--- src/hw/rtl/rmg_pkg.sv ---
`timescale 1ns / 1ps
package rmg_pkg;

    localparam int ANGLE_BITS   = 16;
    localparam int VALUE_BITS   = 16;
    localparam int CORDIC_STEPS = 16;

    localparam int SAT_BITS = (VALUE_BITS > 16) ? 16 : VALUE_BITS;
    localparam int PW = 32;   // phase width
    localparam int CW = 34;   // cordic datapath width
    localparam int TW = 18;   // trig value width
    localparam int AW = 56;   // accumulation width

    localparam logic signed [CW-1:0] CORDIC_GAIN = 34'sd652032874;
    localparam logic [PW-1:0] PHASE_KEEP = {{ANGLE_BITS{1'b1}}, {(PW-ANGLE_BITS){1'b0}}};
    localparam logic [PW-1:0] QUARTER = 32'h4000_0000;
    localparam logic [PW-1:0] HALF    = 32'h8000_0000;
    localparam logic signed [AW-1:0] ONE_Q14 = 56'sd16384;
    localparam logic signed [AW-1:0] ONE_Q28 = 56'sd268435456;

    localparam logic [31:0] ATAN_TURNS [32] = '{
        32'h20000000, 32'h12E4051D, 32'h09FB385B, 32'h051111D4, 32'h028B0D43,
        32'h0145D7E1, 32'h00A2F61E, 32'h00517C55, 32'h0028BE53, 32'h00145F2E,
        32'h000A2F98, 32'h000517CC, 32'h00028BE6, 32'h000145F3, 32'h0000A2F9,
        32'h0000517C, 32'h000028BE, 32'h0000145F, 32'h00000A2F, 32'h00000517,
        32'h0000028B, 32'h00000145, 32'h000000A2, 32'h00000051, 32'h00000028,
        32'h00000014, 32'h0000000A, 32'h00000005, 32'h00000002, 32'h00000001,
        32'h00000000, 32'h00000000
    };

    typedef enum logic [2:0] {
        F_EULER = 3'd0,
        F_QUAT  = 3'd1,
        F_AXIS  = 3'd2,
        F_ROT_X = 3'd3,
        F_ROT_Y = 3'd4,
        F_ROT_Z = 3'd5
    } t_func;

    typedef struct packed {
        logic [2:0]         func;
        logic [15:0]        angle_a;
        logic [15:0]        angle_b;
        logic [15:0]        angle_c;
        logic signed [15:0] vec_w;
        logic signed [15:0] vec_x;
        logic signed [15:0] vec_y;
        logic signed [15:0] vec_z;
    } t_req;

    typedef struct packed {
        logic signed [15:0] m00;
        logic signed [15:0] m01;
        logic signed [15:0] m02;
        logic signed [15:0] m10;
        logic signed [15:0] m11;
        logic signed [15:0] m12;
        logic signed [15:0] m20;
        logic signed [15:0] m21;
        logic signed [15:0] m22;
    } t_res;

    // classified word passed from front to back
    typedef struct packed {
        logic [2:0]           func;
        logic signed [CW-1:0] za;
        logic signed [CW-1:0] zb;
        logic signed [CW-1:0] zc;
        logic                 na;
        logic                 nb;
        logic                 nc;
        logic signed [15:0]   vec_w;
        logic signed [15:0]   vec_x;
        logic signed [15:0]   vec_y;
        logic signed [15:0]   vec_z;
    } t_task;

    function automatic logic signed [AW-1:0] rnd_shift(input logic signed [AW-1:0] v,
                                                       input int s);
        rnd_shift = (v + (56'sd1 <<< (s - 1))) >>> s;
    endfunction

    function automatic logic signed [15:0] sat(input logic signed [AW-1:0] v);
        logic signed [AW-1:0] hi;
        logic signed [AW-1:0] lo;
        hi = (56'sd1 <<< (SAT_BITS - 1)) - 56'sd1;
        lo = -hi - 56'sd1;
        if (v > hi)
            sat = hi[15:0];
        else if (v < lo)
            sat = lo[15:0];
        else
            sat = v[15:0];
    endfunction

endpackage

--- src/hw/rtl/rmg_queue.sv ---
`timescale 1ns / 1ps
module rmg_queue import rmg_pkg::*; (
    input  logic  i_clk,
    input  logic  i_rst_n,
    input  logic  i_push,
    input  t_task i_task,
    output logic  o_full,
    output logic  o_valid,
    output t_task o_task
);

    t_task      r_mem [2];
    logic       r_wp, r_rp;
    logic [1:0] r_cnt;
    logic       pop;

    // back end never stalls, so anything present leaves this cycle
    assign o_valid = (r_cnt != 2'd0);
    assign pop     = o_valid;
    assign o_full  = (r_cnt == 2'd2);
    assign o_task  = r_mem[r_rp];

    always_ff @(posedge i_clk) begin
        if (!i_rst_n) begin
            r_wp  <= 1'b0;
            r_rp  <= 1'b0;
            r_cnt <= 2'd0;
        end else begin
            if (i_push) r_wp <= ~r_wp;
            if (pop)    r_rp <= ~r_rp;
            r_cnt <= r_cnt + {1'b0, i_push} - {1'b0, pop};
        end
        if (i_push) begin
            r_mem[r_wp] <= i_task;
        end
    end

endmodule

--- config.mk ---
export PLATFORM = sky130hd
export DESIGN_NAME = rmg_queue
export DESIGN_NICKNAME = d
export VERILOG_FILES = /design/src/hw/rtl/rmg_pkg.sv /design/src/hw/rtl/rmg_queue.sv
export SDC_FILE = /design/constraint.sdc
export NUM_CORES = 1
export LEC_CHECK = 0
export BUFFER_PORTS_ARGS = -buffer_cell sky130_fd_sc_hd__buf_2
export CAP_MARGIN = 20
export CORE_UTILIZATION = 50
export DETAILED_ROUTE_END_ITERATION = 8
export PLACE_DENSITY = 0.83
export SKIP_LAST_GASP = 1
export SLEW_MARGIN = 5
export SYNTH_ARGS = -nofsm -noshare
export SYNTH_HDL_FRONTEND = slang
export SYNTH_SLANG_ARGS = --single-unit
--- constraint.sdc ---
create_clock -name i_clk -period 11.5 [get_ports i_clk]
set_input_delay 1.15 -clock i_clk [delete_from_list [all_inputs] [get_ports i_clk]]
set_output_delay 1.15 -clock i_clk [all_outputs]
set_load 0.03 [all_outputs]
==> reports/qor.yml <==
status:
  status: "completed"
clock_network:
  cts_made_buffers: 35
  htree_levels: 2
  cts_tree: "done"
  cts.reportedPaths.clkPinSlew_ns: 0.06
  root_buffer: "clkbuf_16"
  cts_sinks: 349
  cts_hold_buf: 0
  cts_setup_buffers: 0
  clkLatencyLatePin_ns: 0.51
  post_cts_resized: 0
  cts_buffer_depth: 3
drt:
  vias: 6510
  first_pass_iters: 4
  wl_per_cell_um: 19.7
  drc: 0
  antenna_left: 0
  wl_um: 25400
  drtIter0Drc: 449
  vias_per_cell: 5.05
logic_synthesis:
  synth_area_sq_um: 12900
  yosysMostFrequentCell: "edfxtp_1"
  syn_avg_cell_area_sq_um: 23.2
  async_flop_share: 0
  ys_seq_elements: 349
  synth_common_cells: "edfxtp_1 (344), mux2_2 (92), mux2_4 (80), buf_6 (10), buf_2 (9)"
  synth_edf_count: 344
  synthFlopType: "edfxtp_1"
  yosys.area.top_type: "edfxtp_1"
  yosysTopAreaCellShare: 0.799
  netlist_top_cells_area: "edfxtp_1 (80%), mux2_4 (9.3%), mux2_2 (8.0%)"
  yosysSeqAreaShare: 0.806
  synth_warnings: 0
  ys_types: 17
  synth_cells: 557
  synthesis.nets: 733
die:
  die_w_um: 163
  pin_count: 349
  die_height_um: 163
  die-area_sq_um: 26500
  core_sq_um: 25300
  fp-row-count: 58
  start_util: 0.512
pwr:
  seq_power_share: 0.514
  ir_worst_vdd_uv: 155
  p_clk_frac: 0.371
  power.density_nw_per_um2: 180
  p_leak_nw: 6.21
  power.total_mw: 2.90
  swShare: 0.233
  p_int_mw: 2.23
  power.switching_mw: 0.676
  power_frac_comb: 0.115
sta:
  slew_headroom: 0.324
  fin_ws_ns: 7.41
  rsz0062_at_grt: "no"
  finalCritPeriodShare: 0.356
  finalHoldViolCount: 0
  max_clock_freq_ghz: 0.245
  fin_crit_ns: 4.09
  fin_tns_setup_ns: 0
  drv_slew: 0
  finClkSkew_ns: 0.0132
  worst_pin_slew_ns: 1.01
  setup_viol: 0
  holdWs_ns: 0.549
critical_path:
  r2r_slack_ns: 9.02
  crit_path_end_kind: "primary output"
  r2r_cells: 3
  cp.arrival_ns: 2.94
  r2r-end: "r_mem[0][10]"
  r2r-start: "r_wp"
  criticalPathCategory: "reg -> out"
  start_kind: "flip-flop"
  cp_max_fo: 60
  worstPathRequired_ns: 10.35
placement:
  globalplace.congestion: 0.787
  place_area_sq_um: 15000
  dp_slack_ns: 7.88
  dp_hpwl_um: 17200
  io_buffers: 348
  placedCellCount: 1223
min_path:
  hp-start: "r_cnt[1]"
  hold-path-endpoint: "r_cnt[1]"
  hold_depth: 2
  hold_class: "reg -> reg"
grt:
  overflow: 0
  grt_pass1_vias: 6730
  antenna_found_initial: 8
  grt.total_usage: 0.188
  grt_max_degree: 77
  grt_pass1_wl_um: 37200
final_layout:
  stdcell_count: 1289
  drive_above_1_share: 0.608
  fin_area_sq_um: 16100
  seqCellArea_sq_um: 10400
  fin_nets: 1106
  utilization: 0.638
  multi_input_area_sq_um: 2360
  n_fill_cell: 1789
  area_growth_pct: 24.5
run:
  maxCapViolCount: 0
[cells by family (layout without fill, tap and decap cells)]
| logic type | count (synthesis) | after routing | synth area share |
|---|---|---|---|
| compound gates | 2 | 2 | 0.000967 |
| fa+ha+maj | 1 | 1 | 0.000967 |
| buf+inv | 19 | 414 | 0.0122 |
| flops | 349 | 349 | 0.806 |
| mux | 173 | 173 | 0.174 |
| other cells | 0 | 7 | 0 |
| simple gates | 13 | 13 | 0.00590 |
[worst max-delay path, cell delays in order, from the launching register on]
cell and delay [ns]:
dfxtp_4 0.91, buf_4 0.82, mux2_2 0.42, buf_2 0.18
[registers in the layout, indices dropped and copies added (netlist names), named ones only]
| name | flops |
|---|---|
| r_mem | 344 |
| r_rp | 1 |
| r_cnt | 2 |
| r_wp | 1 |
[layout make-up]
| cell class | instances | share of cell area |
|---|---|---|
| Clock inverter | 15 | 0.00878 |
| Antenna cell | 7 | 0.00109 |
| Clock buffer | 44 | 0.0590 |
| Timing Repair Buffer | 355 | 0.111 |
| Sequential cell | 349 | 0.648 |
| Multi-Input combinational cell | 189 | 0.146 |
| Tap cell | 330 | 0.0256 |
[placed cells by master (no fill, tap or decap), drive strengths merged]
cell type | Yosys | layout
nand2 | 2 | 2
and2 | 2 | 2
and3 | 2 | 2
buf | 19 | 355
clkinv | 0 | 12
o21a | 1 | 1
diode | 0 | 7
inv | 0 | 1
o21ai | 1 | 1
nor2b | 4 | 4
nand2b | 1 | 1
edfxtp | 344 | 344
mux2i | 1 | 1
clkbuf | 0 | 44
dfxtp | 5 | 5
or3 | 1 | 1
ha | 1 | 1
or2 | 1 | 1
bufinv | 0 | 2
mux2 | 172 | 172
[per-layer routing]
| metal | routed length, um | vias to the layer above | track usage |
|---|---|---|---|
| li1 | - | 2989 | - |
| met1 | 9510 | 3207 | 0.217 |
| met2 | 13200 | 267 | 0.326 |
| met3 | 2030 | 45 | 0.0545 |
| met4 | 631 | 2 | 0.0756 |
| met5 | 12 | - | 0 |
[how the worst max path moves through the flow]
stage,startpoint,to,slack [ns],depth (start not counted)
detailed placement,flip-flop,o_task[1],7.88,3
global placement,flip-flop,o_task[20],7.90,3
finish,flip-flop,o_task[31],7.41,3
global route,flip-flop,o_task[1],7.25,3
CTS,flip-flop,o_task[1],7.35,3
floorplan,i_push,r_mem[0][0],2.16,1
[power by group through the flow]
stage                     clock, mW  sequential, mW  combinational [mW]
final                          1.08            1.49               0.334
after global routing           1.15            1.50               0.353
after CTS                      1.10            1.49               0.339
after detailed placement          0            1.52               0.337
after global placement            0            1.51               0.330
after floorplan                   0            1.52               0.235
No activity file was read; power rests on OpenSTA's default activity.
