[src/hw/rtl/rmg_pkg.sv]
`timescale 1ns / 1ps
package rmg_pkg;

    localparam int ANGLE_BITS   = 16;
    localparam int VALUE_BITS   = 16;
    localparam int CORDIC_STEPS = 16;

    localparam int SAT_BITS = (VALUE_BITS > 16) ? 16 : VALUE_BITS;
    localparam int PW = 32;   // phase width
    localparam int CW = 34;   // cordic datapath width
    localparam int TW = 18;   // trig value width
    localparam int AW = 56;   // accumulation width

    localparam logic signed [CW-1:0] CORDIC_GAIN = 34'sd652032874;
    localparam logic [PW-1:0] PHASE_KEEP = {{ANGLE_BITS{1'b1}}, {(PW-ANGLE_BITS){1'b0}}};
    localparam logic [PW-1:0] QUARTER = 32'h4000_0000;
    localparam logic [PW-1:0] HALF    = 32'h8000_0000;
    localparam logic signed [AW-1:0] ONE_Q14 = 56'sd16384;
    localparam logic signed [AW-1:0] ONE_Q28 = 56'sd268435456;

    localparam logic [31:0] ATAN_TURNS [32] = '{
        32'h20000000, 32'h12E4051D, 32'h09FB385B, 32'h051111D4, 32'h028B0D43,
        32'h0145D7E1, 32'h00A2F61E, 32'h00517C55, 32'h0028BE53, 32'h00145F2E,
        32'h000A2F98, 32'h000517CC, 32'h00028BE6, 32'h000145F3, 32'h0000A2F9,
        32'h0000517C, 32'h000028BE, 32'h0000145F, 32'h00000A2F, 32'h00000517,
        32'h0000028B, 32'h00000145, 32'h000000A2, 32'h00000051, 32'h00000028,
        32'h00000014, 32'h0000000A, 32'h00000005, 32'h00000002, 32'h00000001,
        32'h00000000, 32'h00000000
    };

    typedef enum logic [2:0] {
        F_EULER = 3'd0,
        F_QUAT  = 3'd1,
        F_AXIS  = 3'd2,
        F_ROT_X = 3'd3,
        F_ROT_Y = 3'd4,
        F_ROT_Z = 3'd5
    } t_func;

    typedef struct packed {
        logic [2:0]         func;
        logic [15:0]        angle_a;
        logic [15:0]        angle_b;
        logic [15:0]        angle_c;
        logic signed [15:0] vec_w;
        logic signed [15:0] vec_x;
        logic signed [15:0] vec_y;
        logic signed [15:0] vec_z;
    } t_req;

    typedef struct packed {
        logic signed [15:0] m00;
        logic signed [15:0] m01;
        logic signed [15:0] m02;
        logic signed [15:0] m10;
        logic signed [15:0] m11;
        logic signed [15:0] m12;
        logic signed [15:0] m20;
        logic signed [15:0] m21;
        logic signed [15:0] m22;
    } t_res;

    // classified word passed from front to back
    typedef struct packed {
        logic [2:0]           func;
        logic signed [CW-1:0] za;
        logic signed [CW-1:0] zb;
        logic signed [CW-1:0] zc;
        logic                 na;
        logic                 nb;
        logic                 nc;
        logic signed [15:0]   vec_w;
        logic signed [15:0]   vec_x;
        logic signed [15:0]   vec_y;
        logic signed [15:0]   vec_z;
    } t_task;

    function automatic logic signed [AW-1:0] rnd_shift(input logic signed [AW-1:0] v,
                                                       input int s);
        rnd_shift = (v + (56'sd1 <<< (s - 1))) >>> s;
    endfunction

    function automatic logic signed [15:0] sat(input logic signed [AW-1:0] v);
        logic signed [AW-1:0] hi;
        logic signed [AW-1:0] lo;
        hi = (56'sd1 <<< (SAT_BITS - 1)) - 56'sd1;
        lo = -hi - 56'sd1;
        if (v > hi)
            sat = hi[15:0];
        else if (v < lo)
            sat = lo[15:0];
        else
            sat = v[15:0];
    endfunction

endpackage

[src/hw/rtl/rmg_front.sv]
`timescale 1ns / 1ps
module rmg_front import rmg_pkg::*; (
    input  logic  i_clk,
    input  logic  i_rst_n,
    input  logic  start,
    input  t_req  i_req,
    output logic  busy,
    input  logic  i_full,
    output logic  o_push,
    output t_task o_task
);

    logic  r_valid;
    t_task r_task;
    t_task n_task;
    logic [PW-1:0] pa, pb, pc;

    function automatic logic [PW-1:0] to_phase(input logic [15:0] a);
        to_phase = {a, 16'd0} & PHASE_KEEP;
    endfunction

    // fold into [-1/4, 1/4) turn; flag says negate the result
    function automatic logic [CW:0] fold(input logic [PW-1:0] p);
        logic [PW-1:0] q;
        logic          n;
        q = p + QUARTER;
        n = q[PW-1];
        q = n ? (p - HALF) : p;
        fold = {n, {(CW-PW){q[PW-1]}}, q};
    endfunction

    always_comb begin
        pa = to_phase(i_req.angle_a);
        if (t_func'(i_req.func) == F_AXIS) begin
            pa = pa >> 1;
        end
        pb = to_phase(i_req.angle_b);
        pc = to_phase(i_req.angle_c);
        n_task.func  = i_req.func;
        {n_task.na, n_task.za} = fold(pa);
        {n_task.nb, n_task.zb} = fold(pb);
        {n_task.nc, n_task.zc} = fold(pc);
        n_task.vec_w = i_req.vec_w;
        n_task.vec_x = i_req.vec_x;
        n_task.vec_y = i_req.vec_y;
        n_task.vec_z = i_req.vec_z;
    end

    assign busy   = r_valid && i_full;
    assign o_push = r_valid && !i_full;
    assign o_task = r_task;

    always_ff @(posedge i_clk) begin
        if (!i_rst_n) begin
            r_valid <= 1'b0;
        end else if (!busy) begin
            r_valid <= start;
        end
        if (!busy) begin
            r_task <= n_task;
        end
    end

endmodule

[config.mk]
export PLATFORM = sky130hd
export DESIGN_NAME = rmg_front
export DESIGN_NICKNAME = d
export VERILOG_FILES = /design/src/hw/rtl/rmg_pkg.sv /design/src/hw/rtl/rmg_front.sv
export SDC_FILE = /design/constraint.sdc
export NUM_CORES = 1
export LEC_CHECK = 0
export ABC_AREA = 1
export BUFFER_PORTS_ARGS = -buffer_cell sky130_fd_sc_hd__buf_2
export CORE_UTILIZATION = 34
export CTS_CLUSTER_DIAMETER = 40
export DETAILED_ROUTE_END_ITERATION = 10
export PLACE_DENSITY = 0.71
export SETUP_SLACK_MARGIN = 0.05
export SLEW_MARGIN = 40
export SYNTH_ARGS = -nofsm -noshare
export SYNTH_HDL_FRONTEND = slang
export SYNTH_SLANG_ARGS = --single-unit
[constraint.sdc]
create_clock -name i_clk -period 3.41 [get_ports i_clk]
set_input_delay 0.1705 -clock i_clk [delete_from_list [all_inputs] [get_ports i_clk]]
set_output_delay 0.1705 -clock i_clk [all_outputs]
set_load 0.02 [all_outputs]
==> results.txt, run 1 <==
Fin Hold WS: 0.05178 ns
Reg power frac: 0.424
unrepaired setup endpoints after global routing: no
Psw: 998.4 uW
Worst Hold End: o_task[157]$_DFFE_PN_
Critical-path top delay cell: dlygate4sd3_1
cells along the critical path: nand2_4, inv_1, o21a_1, dlygate4sd3_1
post-synth top area share: 0.8223
Pre-antenna DRT Iters: 4
Placeable Area: 12160 sq um
Critical Path Fanout Max: 50
TritonCTS buffer count: 17
Sw Ratio: 0.2401
fin crit period: 1.810 ns
synthesized area: 4309 sq um
vias: 3150
crit path DAT: 2.11 ns
root buf cell: clkbuf_16
CTS tree: done
Gate Count Post-Synth: 232
grt ovf: 0
clock skew: 0.01467 ns
dominant cell by count in the synthesized netlist: edfxtp_1
Reg clk slew, reported paths: 0.06 ns
number of global-route vias before repair: 3173
H-tree lvl count: 4
final core utilization: 0.5851
Max stage delay on crit path: 0.55 ns
antenna violations before repair: 0
Placement Cell Area: 5499 sq um
Synth area leaders: edfxtp_1 (82%), buf_4 (9.4%), a21oi_2 (1.4%)
insertion delay to the later sink of the worst-skew pair: 0.41 ns
hold path startpoint: i_req[102]
Max Cap Violations: 0
register bit count reported by yosys: 119
Initial Utilization: 0.3543
R2R Setup Slk: 1.60 ns
Final setup violation count: 0
status: completed
first-pass GRT wire length: 17110 um
wire per inst: 15.71 um
Pins Over Slew Limit: 0
Synth Area per Inst: 18.57 sq um
Relative slew margins: 0.5366
Clock Power Share: 0.449
Leak: 3.254 nW
synthesis-to-finish area growth: 65.13%
FF-to-FF path depth: 4
Max Buffers Root-to-Sink: 2
Port Buffers: 245
IO Pins: 293
Synth top cells by count: edfxtp_1 (118), buf_4 (54), nand2_1 (12)
peak supply drop: 0.2634 mV
Final Power: 4.158 mW
GRT Overall Usage: 0.1850
synth warn: 0
largest area contributor in the netlist: edfxtp_1
reg2reg start: r_valid$_SDFFE_PN0N_
cell area power density: 584.4 nW/um^2
share of layout cells above drive strength 1: 0.4933
HP Class: primary input to register
CP startpoint kind: register
CP Capture Type: register
Hold Fails Final Rpt: 0
routability congestion estimate: 0.7025
async set or reset register ratio after synthesis: 0
diode count: 0
number of vias per cell: 4.123
worst endpoint required time: 3.71 ns
DRC: 0
fin area: 7116 sq um
Netlist cell types: 17
routed wire length: 12000 um
layout net count: 702
combinational share of power: 0.127
HPWL after DPL: 7350 um
crit path kind: register to register
Tcrit/Tclk final: 0.5308
EDFF count, synth: 118
Rows: 40
sequential share of the synthesized area: 0.8269
Most used DFF post-synth: edfxtp_1
DRT iter0 DRCs: 190
Slew @ Worst Pin: 0.6926 ns
die height: 114.6 um
Num Clock Sinks: 119
Die Width: 114.6 um
setup TNS: 0 ns
DRT antenna net count: 0
die footprint: 13130 sq um
reg2reg end: r_valid$_SDFFE_PN0N_
internal power: 3.160 mW
# resized after CTS: 0
largest net degree at the start of global routing: 71
Fmax: 0.5524 GHz
hold path depth: 3
[sequential cells by signal, indices dropped and copies added (netlist names)]
register  cells
o_task      118
r_valid       1
[critical path, delay by kind of cell (launching register included)]
family | cells | cell delay (ns)
and+or+nand+nor | 1 | 0.50
buffers and inverters | 2 | 0.68
AOI/OAI and AO/OA | 1 | 0.19
DFF | 1 | 0.33
[layout by cell type (no fill, tap or decap)]
cell / instances
buf_2: 245
edfxtp_1: 118
dlygate4sd3_1: 99
conb_1: 47
clkbuf_16: 17
inv_1: 11
nand2_1: 11
nor2_1: 9
a21oi_2: 7
o21ai_2: 7
bufinv_16: 4
clkinv_4: 3
inv_6: 3
xor2_1: 2
clkinvlp_4: 2
clkinv_1: 2
nor2_2: 1
nand2_2: 1
nand3_1: 1
nand3_2: 1
nand2_4: 1
o21a_1: 1
clkinv_2: 1
buf_12: 1
dfxtp_1: 1
[per-layer routing]
layer / vias to the layer above / global-route usage / part of all wire
li1: 1433 / - / -
met1: 1493 / 0.1771 / 0.34
met2: 196 / 0.3386 / 0.54
met3: 28 / 0.06406 / 0.082
met4: 0 / 0.1143 / 0.031
met5: - / 0 / 0
[cell families after synthesis]
kind of cell,after synthesis,share of synthesized area
flip-flops,119,0.8269
buffers and inverters,70,0.1132
AND/OR/NAND/NOR,25,0.02468
AO/OA/AOI/OAI,15,0.03020
XOR/XNOR,2,0.004066
other,1,0.0008702
[layout make-up]
type	count	area (sq um)
flip-flops and latches	119	3563
clock inverters	15	200.2
fillers	922	5046
inverters	11	41.29
repair buffers	345	2237
well taps	168	210.2
multi-input cells	89	437.9
clock buffers	17	425.4
[stage by stage]
stage | cells | setup WS, ns
finish | 764 | 1.600
floorplan | 278 | 0.8346
CTS | 764 | 1.553
global route | 764 | 1.465
global placement | 633 | 1.833
detailed placement | 633 | 1.769
[how the worst max path moves through the flow]
stage          cells after the start  slack, ns              endpoint                 start
6_report                           4       1.60  r_valid$_SDFFE_PN0N_  r_valid$_SDFFE_PN0N_
5_1_grt                            4       1.47  r_valid$_SDFFE_PN0N_  r_valid$_SDFFE_PN0N_
4_1_cts                            4       1.55  r_valid$_SDFFE_PN0N_  r_valid$_SDFFE_PN0N_
3_5_place_dp                       2       1.77   o_task[1]$_DFFE_PN_  r_valid$_SDFFE_PN0N_
3_3_place_gp                       2       1.83  o_task[62]$_DFFE_PN_  r_valid$_SDFFE_PN0N_
2_1_floorplan                      3       0.83  r_valid$_SDFFE_PN0N_  r_valid$_SDFFE_PN0N_
[repair_timing]
action,CTS,global route
hold buffers,99,0
hold endpoints to repair,100,0
setup buffers,0,0
[power by group through the flow]
stage / clock (mW) / combinational [mW] / sequential, mW
floorplan: 0 / 0.153 / 1.93
global route: 1.96 / 0.558 / 1.77
CTS: 1.90 / 0.524 / 1.76
global placement: 0 / 0.426 / 1.78
detailed placement: 0 / 0.432 / 1.79
finish: 1.87 / 0.529 / 1.76
No activity file was read; power rests on OpenSTA's default activity.
==> run 2: changes to the inputs <==
--- a/config.mk
+++ b/config.mk
@@ -10,7 +10,7 @@
 export CORE_UTILIZATION = 34
 export CTS_CLUSTER_DIAMETER = 40
 export DETAILED_ROUTE_END_ITERATION = 10
-export PLACE_DENSITY = 0.71
+export PLACE_DENSITY = 0.69
 export SETUP_SLACK_MARGIN = 0.05
 export SLEW_MARGIN = 40
 export SYNTH_ARGS = -nofsm -noshare
==> constraint.sdc (replaced) <==
create_clock -name i_clk -period 1.9 [get_ports i_clk]
set_input_delay 0.095 -clock i_clk [delete_from_list [all_inputs] [get_ports i_clk]]
set_output_delay 0.095 -clock i_clk [all_outputs]
set_load 0.02 [all_outputs]
==> results.txt, run 2 (same netlist as run 1, synthesis figures left out) <==
status: completed
vias: 3123 (-0.86%)
IO Pins: 293 (unchanged)
grt ovf: 0 (unchanged)
fin crit period: 1.740 ns (-0.07044 ns)
peak supply drop: 0.4608 mV (+75%)
WP depth: 5 (+1)
Num Clock Sinks: 119 (unchanged)
Fin Hold WS: 0.04292 ns (-0.008863 ns)
Max Cap Violations: 0 (unchanged)
placed insts: 634 (+0.16%)
cells along the critical path: nand2_4, buf_12, inv_1, o21a_1, dlygate4sd3_1
setup TNS: 0 ns (unchanged)
Rows: 40 (unchanged)
Final Non-Filler Cells: 775 (+1.4%)
cell area power density: 1026 nW/um^2 (+76%)
Critical-path top delay cell: dlygate4sd3_1
routability congestion estimate: 0.7663 (+9.1%)
max FFs per register: 118 (unchanged)
most common cell after layout, fill and taps aside: buf_2
hold path depth: 3 (unchanged)
Final Power: 7.406 mW (+78%)
Tcrit/Tclk final: 0.9157 (+0.3848)
Placeable Area: 12160 sq um (unchanged)
root buf cell: clkbuf_16
CTS tree: done
routed wire length: 11600 um (-3.3%)
share of layout cells above drive strength 1: 0.4827 (-0.01059)
Max Buffers Root-to-Sink: 2 (unchanged)
CP Capture Type: register
Slew @ Worst Pin: 0.6762 ns (-0.01637 ns)
global route hottest layer: met2
crit path kind: register to register
most frequent cells in the layout: buf_2 (245), edfxtp_1 (118), dlygate4sd3_1 (109)
die footprint: 13130 sq um (unchanged)
die height: 114.6 um (unchanged)
insertion delay to the later sink of the worst-skew pair: 0.40 ns (about the same)
Port Buffers: 245 (unchanged)
Hold Fails Final Rpt: 0 (unchanged)
worst endpoint required time: 2.19 ns (-1.52 ns)
clock skew: 0.006285 ns (-0.008387 ns)
Die Width: 114.6 um (unchanged)
Critical Path Fanout Max: 40 (-20%)
Pins Over Slew Limit: 0 (unchanged)
H-tree lvl count: 4 (unchanged)
Relative slew margins: 0.5476 (+0.01095)
DRT antenna net count: 0 (unchanged)
Initial Utilization: 0.3543 (unchanged)
largest net degree at the start of global routing: 67 (-5.6%)
diode count: 0 (unchanged)
met2 GRT Util: 0.3135 (-0.02505)
Pre-antenna DRT Iters: 4 (unchanged)
number of global-route vias before repair: 3115 (-1.8%)
met3 Use GR: 0.07517 (+0.01112)
Final setup violation count: 0 (unchanged)
layout net count: 713 (+1.6%)
Reg clk slew, reported paths: 0.05 ns (about the same)
CP startpoint kind: register
HPWL after DPL: 7071 um (-3.8%)
GRT Overall Usage: 0.1752 (-0.009798)
number of vias per cell: 4.030 (-2.3%)
antenna violations before repair: 0 (unchanged)
crit path DAT: 2.03 ns (-0.08 ns)
met1 Resource Use GR: 0.1675 (-0.009610)
DRT iter0 DRCs: 199 (+4.7%)
Max stage delay on crit path: 0.55 ns (about the same)
delay-heaviest family, CP: buffers and inverters
synthesis-to-finish area growth: 67.57%
FF-to-FF path depth: 5 (+1)
total setup buffers inserted after CTS: 0 (unchanged)
crit path buf inv count: 3 (+1)
unrepaired setup endpoints after global routing: no
DRC: 0 (unchanged)
HP Class: primary input to register
Fmax: 0.5748 GHz (+4.0%)
Leak: 3.295 nW (+1.3%)
TritonCTS buffer count: 17 (unchanged)
wire per inst: 14.97 um (-4.7%)
first-pass GRT wire length: 16360 um (-4.4%)
## run 2: cell types whose count changed in the layout (fill, tap and decap cells not counted), sizes merged
| cell | before | now |
|---|---|---|
| clkinv | 6 | 5 |
| inv | 14 | 12 |
| dlygate4sd3 | 99 | 109 |
| clkbuf | 17 | 19 |
| clkinvlp | 2 | 3 |
| buf | 246 | 247 |
## run 2: area by class of cell
type / instances / area (sq um)
Multi-Input combinational cell: 89 / 437.9
Sequential cell: 119 / 3563
Fill cell: 928 / 4941
Clock inverter: 13 / 177.7
Clock buffer: 19 / 432.9
Inverter: 11 / 41.29
Timing Repair Buffer: 356 / 2357
Tap cell: 168 / 210.2
## run 2: what timing repair did
action,CTS,global route
setup endpoints to repair,0,0
hold buffers,109,0
resized for setup,0,0
endpoints found under the hold margin,111,0
## run 2: stage by stage
stage	worst slack (ns)	cell area, sq um	util
after floorplan	0.05633	4489	-
after global placement	0.5350	5519	0.4538
after detailed placement	0.4927	5519	0.4538
after CTS	0.1547	7221	0.5937
after global routing	0.09702	7221	0.5937
final	0.1603	7221	0.5937
## run 2: per-layer routing
metal / vias up / wire length (um)
met1: 1457 / 3967
li1: 1455 / -
met2: 187 / 6151
met5: - / 0
met4: 0 / 347
met3: 24 / 1135
## run 2: report_power, final
part           switching [mW]  total, mW  leakage (nW)  internal, mW
clock                    1.10       3.28         0.288          2.18
combinational           0.578      0.966          1.77         0.387
sequential             0.0538       3.16          1.23          3.10
total                    1.73       7.41          3.29          5.67
## run 2: path summary, 6_finish.rpt
path                        startpoint                    end  slack, ns
setup / recovery  r_valid$_SDFFE_PN0N_   r_valid$_SDFFE_PN0N_       0.16
hold / removal              i_req[103]  o_task[157]$_DFFE_PN_       0.04
hold reg to reg   r_valid$_SDFFE_PN0N_  o_task[119]$_DFFE_PN_       0.71
setup reg to reg  r_valid$_SDFFE_PN0N_   r_valid$_SDFFE_PN0N_       0.16
## run 2: tightest hold or removal path: cells and delay by family
kind | cells | cell delay [ns]
buffers and inverters | 2 | 0.13
AO/OA/AOI/OAI | 1 | 0.12
